File: src/rtl/shts_pkg.sv
`timescale 1ns / 1ps
`default_nettype none
// ----------------------------------------------------------------------------
// Subnet host traffic statistics - shared package
// Request and result layouts, request codes, register indexes and reset values.
// ----------------------------------------------------------------------------
package shts_pkg;

    localparam int HOST_ENTRIES_DEF = 256;
    localparam int COUNTER_BITS_DEF = 48;

    localparam int IP_W     = 32;
    localparam int OCT_W    = 40;
    localparam int OUT_W    = 48;
    localparam int SUM_W    = 64;
    localparam int TICK_W   = 16;
    localparam int ALPHA_W  = 9;
    localparam int ALPHA_FR = 8;
    localparam int CFG_IDX_W = 2;
    localparam int CFG_DAT_W = 32;

    localparam logic [1:0] REQ_FLOW  = 2'd0;
    localparam logic [1:0] REQ_TICK  = 2'd1;
    localparam logic [1:0] REQ_QUERY = 2'd2;

    localparam logic [CFG_IDX_W-1:0] CFG_SUBNET_BASE = 2'd0;
    localparam logic [CFG_IDX_W-1:0] CFG_SUBNET_MASK = 2'd1;
    localparam logic [CFG_IDX_W-1:0] CFG_INTERVAL_MS = 2'd2;
    localparam logic [CFG_IDX_W-1:0] CFG_ALPHA_Q8    = 2'd3;

    localparam logic [IP_W-1:0]    RST_SUBNET_BASE = 32'h0000_0000;
    localparam logic [IP_W-1:0]    RST_SUBNET_MASK = 32'hFFFF_FF00;
    localparam logic [TICK_W-1:0]  RST_INTERVAL_MS = 16'd1000;
    localparam logic [ALPHA_W-1:0] RST_ALPHA_Q8    = 9'd26;
    localparam logic [ALPHA_W-1:0] ALPHA_ONE       = 9'd256;

    typedef struct packed {
        logic [1:0]       req_type;
        logic             is_flow_record;
        logic [IP_W-1:0]  src_ip;
        logic [IP_W-1:0]  dst_ip;
        logic [OCT_W-1:0] flow_octets;
        logic [IP_W-1:0]  query_ip;
    } t_req;

    typedef struct packed {
        logic             found;
        logic [OUT_W-1:0] host_octets;
        logic [OUT_W-1:0] zero_avg_octets;
        logic             rolled_over;
        logic             out_of_range;
    } t_res;

    // write strobes into the host table
    typedef struct packed {
        logic valid_we;
        logic valid_val;
        logic cur_we;
        logic prev_we;
    } t_tbl_we;

endpackage
`default_nettype wire

File: src/rtl/shts_div.sv
`timescale 1ns / 1ps
`default_nettype none
// ----------------------------------------------------------------------------
// Subnet host traffic statistics - iterative divider
// Restoring division of a 64-bit sum by a narrow count, one quotient bit
// per cycle; o_done pulses with the quotient ready.
// ----------------------------------------------------------------------------
module shts_div #(
    parameter int DIVISOR_BITS = 9
) (
    input  wire                       i_clk,
    input  wire                       i_rst_n,
    input  wire                       i_start,
    input  wire [shts_pkg::SUM_W-1:0] i_dividend,
    input  wire [DIVISOR_BITS-1:0]    i_divisor,
    output logic                      o_done,
    output logic [shts_pkg::SUM_W-1:0] o_quotient
);

    localparam int SW = shts_pkg::SUM_W;
    localparam int CW = $clog2(SW);

    logic                    r_busy;
    logic [CW-1:0]           r_cnt;
    logic [SW-1:0]           r_quo;
    logic [DIVISOR_BITS-1:0] r_rem;
    logic [DIVISOR_BITS-1:0] r_div;

    logic [DIVISOR_BITS:0]   w_rem_sh;
    logic [DIVISOR_BITS:0]   w_diff;
    logic                    w_ge;

    assign w_rem_sh = {r_rem, r_quo[SW-1]};
    assign w_ge     = w_rem_sh >= {1'b0, r_div};
    assign w_diff   = w_rem_sh - {1'b0, r_div};

    always_ff @(posedge i_clk) begin
        if (!i_rst_n) begin
            r_busy <= 1'b0;
            o_done <= 1'b0;
            r_cnt  <= '0;
        end else begin
            o_done <= 1'b0;
            if (i_start) begin
                r_busy <= 1'b1;
                r_cnt  <= CW'(SW - 1);
            end else if (r_busy) begin
                r_cnt <= r_cnt - 1'b1;
                if (r_cnt == '0) begin
                    r_busy <= 1'b0;
                    o_done <= 1'b1;
                end
            end
        end
    end

    always_ff @(posedge i_clk) begin
        if (i_start) begin
            r_quo <= i_dividend;
            r_rem <= '0;
            r_div <= i_divisor;
        end else if (r_busy) begin
            r_quo <= {r_quo[SW-2:0], w_ge};
            r_rem <= w_ge ? w_diff[DIVISOR_BITS-1:0] : w_rem_sh[DIVISOR_BITS-1:0];
        end
    end

    assign o_quotient = r_quo;

endmodule
`default_nettype wire

File: config.mk
export PLATFORM = sky130hd
export DESIGN_NAME = shts_div
export DESIGN_NICKNAME = d
export VERILOG_FILES = /design/src/rtl/shts_pkg.sv /design/src/rtl/shts_div.sv
export SDC_FILE = /design/constraint.sdc
export NUM_CORES = 1
export LEC_CHECK = 0
export BUFFER_PORTS_ARGS = -buffer_cell sky130_fd_sc_hd__buf_2
export CAP_MARGIN = 10
export CORE_MARGIN = 2
export CORE_UTILIZATION = 35
export DETAILED_ROUTE_END_ITERATION = 10
export GPL_TIMING_DRIVEN = 1
export PLACE_DENSITY = 0.7
export SLEW_MARGIN = 40
export SYNTH_ARGS = -nofsm -noshare
export SYNTH_HDL_FRONTEND = slang
export SYNTH_SLANG_ARGS = --single-unit
File: constraint.sdc
create_clock -name i_clk -period 7.52 [get_ports i_clk]
set_input_delay 0.376 -clock i_clk [delete_from_list [all_inputs] [get_ports i_clk]]
set_output_delay 0.376 -clock i_clk [all_outputs]
set_load 0.02 [all_outputs]
# [Yosys cells after proc, flatten, opt, wreduce, memory -nomap -nowiden]
# Index checks and enable logic that the tools add are counted.
# Widths: inputs -> output; s select.
[word_totals] regBits=90 output_inout_bits=65 elab_cells=23
[classes] add_sub_neg=2 magnitude_cmp=1 n_mux=9 bitwise=2 n_reduce_logical=3
[ops] operator="$mux 64" n=2
[ops] operator="$mux 6" n=2
[ops] operator="$ge 10x9->1" n=1
[ops] operator="$mux 9" n=1
[ops] operator="$sub 9x9->9" n=1
[ops] operator="$logic_not 6->1" n=1
[ops] operator="$sub 6x1->6 const B" n=1
[ops] operator="$mux 1" n=4
[ops] operator="$reduce_or 3->1" n=1
[ops] operator="$not 1->1" n=2
[ops] operator="$reduce_bool 2->1" n=1

# [Longest topological paths before layout]
[logic_depth] word_depth=4 depth_mapped=10 depth_no_buf=9

# [Worst setup path after synthesis]
# OpenSTA, ideal clock, no wires.
[synth_timing] path_type="input to register" startpoint="input i_start" endpoint="register r_quo[0], in the netlist o_quotient[0] (enable)" arrival_ns=2.266 required_time_ns=7.102 setup_slack_ns=4.836 path_stages=4 n_path_buf=2 cell_sequence="clkbuf_1 -> clkbuf_1 -> nor2_1 -> inv_1"
[synth_between] elab_chain_cells=1
[synth_lines] item="from (decl)" line_no="shts_div.sv:13" source="input wire i_start,"
[synth_lines] item="$reduce_bool 2->1 (no source line)"
[synth_lines] item="to (signal assigned)" line_no="shts_div.sv:59" source="r_quo <= i_dividend;"
[synth_lines] item="to (signal assigned)" line_no="shts_div.sv:63" source="r_quo <= {r_quo[SW-2:0], w_ge};"
[synth_lines] item="to (decl)" line_no="shts_div.sv:25" source="logic [SW-1:0] r_quo;"
# No other way between the ends.
# A chain may end at the register's enable or synchronous reset.

# [Worst setup path after layout]
[layout_timing] startpoint="register r_quo[63], in the netlist o_quotient[63]" endpoint="register r_rem[8]"
[layout_between] elab_chain_cells=2
[layout_lines] item="$sub 9x9->9 or $ge 10x9->1 (tied branches)" line_no="shts_div.sv:35, shts_div.sv:34"
[layout_lines] item="$mux 9 (*)" line_no="shts_div.sv:64" source="r_rem <= w_ge ? w_diff[DIVISOR_BITS-1:0] : w_rem_sh[DIVISOR_BITS-1:0];"
[layout_lines] item="to (signal assigned)" line_no="shts_div.sv:64"
[layout_lines] item="to (decl)" line_no="shts_div.sv:26" source="logic [DIVISOR_BITS-1:0] r_rem;"
# Mark *: on every way between the ends. The rest lies on a longest branch, timed or not.

==> results.md <==
- Skew final: around 0.0048 ns
- Synth cell types: 41
- Post-synth EDFFs: 73
- Drt wl/cell: ~15 um
- Layout cells sized above 1: 50.9%
- Syn. warnings: 0
- Async S/R FF share, synth: 0%
- Final Max Tran Viols: 0
- Max-Cap Viols: 0
- Setup repair after global routing missed its margin: false
- Slew at the pin with the worst max-slew slack: around 0.76 ns
- Row cnt: 39
- Clk sinks: 90
- I/O Buffers: 140
- Post-cts repair resize count: 0
- Total power: around 0.0013 W
- PwrDens: about 250 nW/um^2
- Worst Hold Class: input port to flop
- Syn Area/Cell: 13.9 sq um
- Core area: ~12000 sq um
- Post-CTS Hold Fix Bufs: 0
- Gpl congestion: between 0.8 and 0.9
- TritonCTS buffer count: 9
- Initial antenna violation count: 0
- CP startpoint kind: flop
- Simple-Gate Fraction of Synth Area: 6.82%
- Min Tclk post-route: ~2.7 ns
- Chip Width: between 100 and 150 um
- Post-route DRC violation count: 1
- Max IR drop VDD: between 0.00015 and 0.0002 V
- Ant diodes: 0
- CP Capture Type: flop
- Final setup vio count: 0
- First-pass GRT wire length: between 10000 and 15000 um
- Adder-cell share of the synthesized area: ~3.8%
- Final Non-Filler Cells: around 590
- Final hold violation count: 0
- Post-Synth XOR/XNOR Area: 1.89%
- Grt ovf: 0
- Psw: about 0.00034 W
- Layout Utilization: around 46%
- Post-synthesis mux area share: 18.8%
- Hold_ws: 0.217 ns
- Failing checks: DRC
- Post-CTS setup buffer count: 0
- Tot GR Track Use: between 10% and 20%
- Nets@finish: roughly 530
- Setup CP Type: flop to flop
- CTS tree: built
- Synth-to-Final Area Change: 27.5%
- Part of the power in registers: a little under half
- Detailed Routing Iterations Pass 1: 7
- Die ar.: roughly 13000 sq um
- Peak Freq: 371 MHz
- Vias in the first global route: ~2900
- # IOs: between 100 and 150
- Critical-path maximum fanout: 15
- Internal power: 0.000972 W
- Height of the die: approximately 110 um
- Status: finished with violations
- Seq cells post-synth: 90
- Combinational Power Share: 17.7%
- Sw Ratio: about a quarter
- Drt via density: approximately 4.8
- Setup_tns: 0 ns
- ANT nets after route: 0
- Synth Area in Compound Gates: between 5 and 6%
- Synth Net Count: about 390
- Critical path data required time: about 7.8 ns
- DRT Wirelength: slightly below 9000 um
- Clk pwr share: around a third
- Largest net degree at the start of global routing: between 80 and 90
- Dpl cells: about 570
- Largest family of logic cells by synthesized area: multiplexers
- Commonest non-fill, non-tap cell in the layout: buf_2
- Post-Syn Instances: 299
- Fin crit share: between 30% and 40%
- DR vias: approximately 2800
- 1st-iter DRT viols: 170
- Arrival time at the worst endpoint: ~2.9 ns
- Clock H-tree levels: 3
- Mapped Area: roughly 4200 sq um
- Clock Latency Late Sink: between 0.3 and 0.4 ns
- Worst-path clk slew: roughly 0.060 ns
- Most frequent cells in the layout: buf_2, edfxtp_1, mux2_2
- Max-slew headroom: approximately half
- Leak: between 2 and 2.5 nW
- Dominant synthesized flop cell: edfxtp_1
- Max clock buf depth: 2
- Sequential share of the synthesized area: between 60% and 70%
- Initial core utilization: 36.1%
- Post-DP HPWL: between 6000 and 7000 um
- CTS root buf: clkbuf_16
[final timing paths]
path                       startpoint               endpoint  slack [ns]  cells after the start
max          o_quotient[63]$_DFFE_PP_  r_rem[8]$_SDFFE_PP0P_        4.82                      9
min                      i_divisor[1]     r_div[1]$_DFFE_PP_        0.22                      1
max reg2reg  o_quotient[63]$_DFFE_PP_  r_rem[8]$_SDFFE_PP0P_        4.82                      9
min reg2reg     r_rem[2]$_SDFFE_PP0P_  r_rem[2]$_SDFFE_PP0P_        0.50                      2
[logic make-up (layout without fill, tap and decap cells)]
group / after synthesis / after routing
AO/OA/AOI/OAI: 31 / 31
XOR/XNOR: 9 / 9
adder cells (fa/ha/maj): 12 / 12
buffers and inverters: 28 / 173
flip-flops: 90 / 90
multiplexers: 70 / 70
AND/OR/NAND/NOR: 59 / 59
[worst max-delay path: stages, from the launching register on]
cell       delay, ns
edfxtp_1        0.41
inv_1           0.07
ha_1            0.15
inv_1           0.05
fa_1            0.41
a211oi_2        0.26
o211ai_1        0.15
a21oi_2         0.63
a2111oi_0       0.18
o31ai_1         0.28
[synth_stat cells, types with 3 or more instances]
master / n / area (sq um)
clkbuf_1: 7 / 26.3
mux2_2: 64 / 721
nand2_1: 7 / 26.3
nor2_1: 30 / 113
nand3_1: 4 / 20.0
xor2_1: 6 / 52.6
edfxtp_1: 73 / 2190
inv_1: 16 / 60.1
o21ai_0: 4 / 20.0
a211oi_1: 3 / 22.5
ha_1: 11 / 138
a21oi_1: 9 / 45.0
dfxtp_1: 17 / 340
o31ai_1: 3 / 22.5
buf_1: 4 / 15.0
nand2b_1: 5 / 31.3
xnor2_1: 3 / 26.3
mux2i_1: 6 / 60.1
[area by class of cell]
cell class / instances / area, sq um
Fill cell: 1085 / 6210
Sequential cell: 90 / 2530
Multi-Input combinational cell: 181 / 1520
Timing Repair Buffer: 141 / 714
Clock buffer: 13 / 260
Tap cell: 143 / 179
Inverter: 16 / 60.1
Clock inverter: 3 / 40.0
[power by group through the flow]
stage	clock network, W	logic [W]	registers (W)
2_1_floorplan	0	0.000109	0.000678
3_3_place_gp	0	0.000229	0.000634
3_5_place_dp	0	0.000234	0.000635
4_1_cts	0.000459	0.000235	0.000626
5_1_grt	0.000479	0.000253	0.000632
6_report	0.000452	0.000232	0.000626
[layer usage]
layer | vias up | GRT usage, % | wire length (um)
met4 | 0 | 5.77 | 199
met3 | 15 | 5.52 | 696
met5 | - | 0 | 0
met2 | 93 | 23.5 | 4380
met1 | 1329 | 16.4 | 3660
li1 | 1391 | - | -
[sequential cells by signal (all words and copies together), names as in the netlist]
register    cells
r_rem           9
r_div           9
o_done          1
r_cnt           6
o_quotient     64
r_busy          1
[through the flow]
stage	cell area (sq um)	worst slack [ns]
after detailed placement	5010	4.82
after CTS	5310	4.82
after global placement	5000	4.63
after floorplan	4160	4.84
final	5310	4.82
after global routing	5310	4.54
Note: power is estimated with default switching activity, not from simulation.
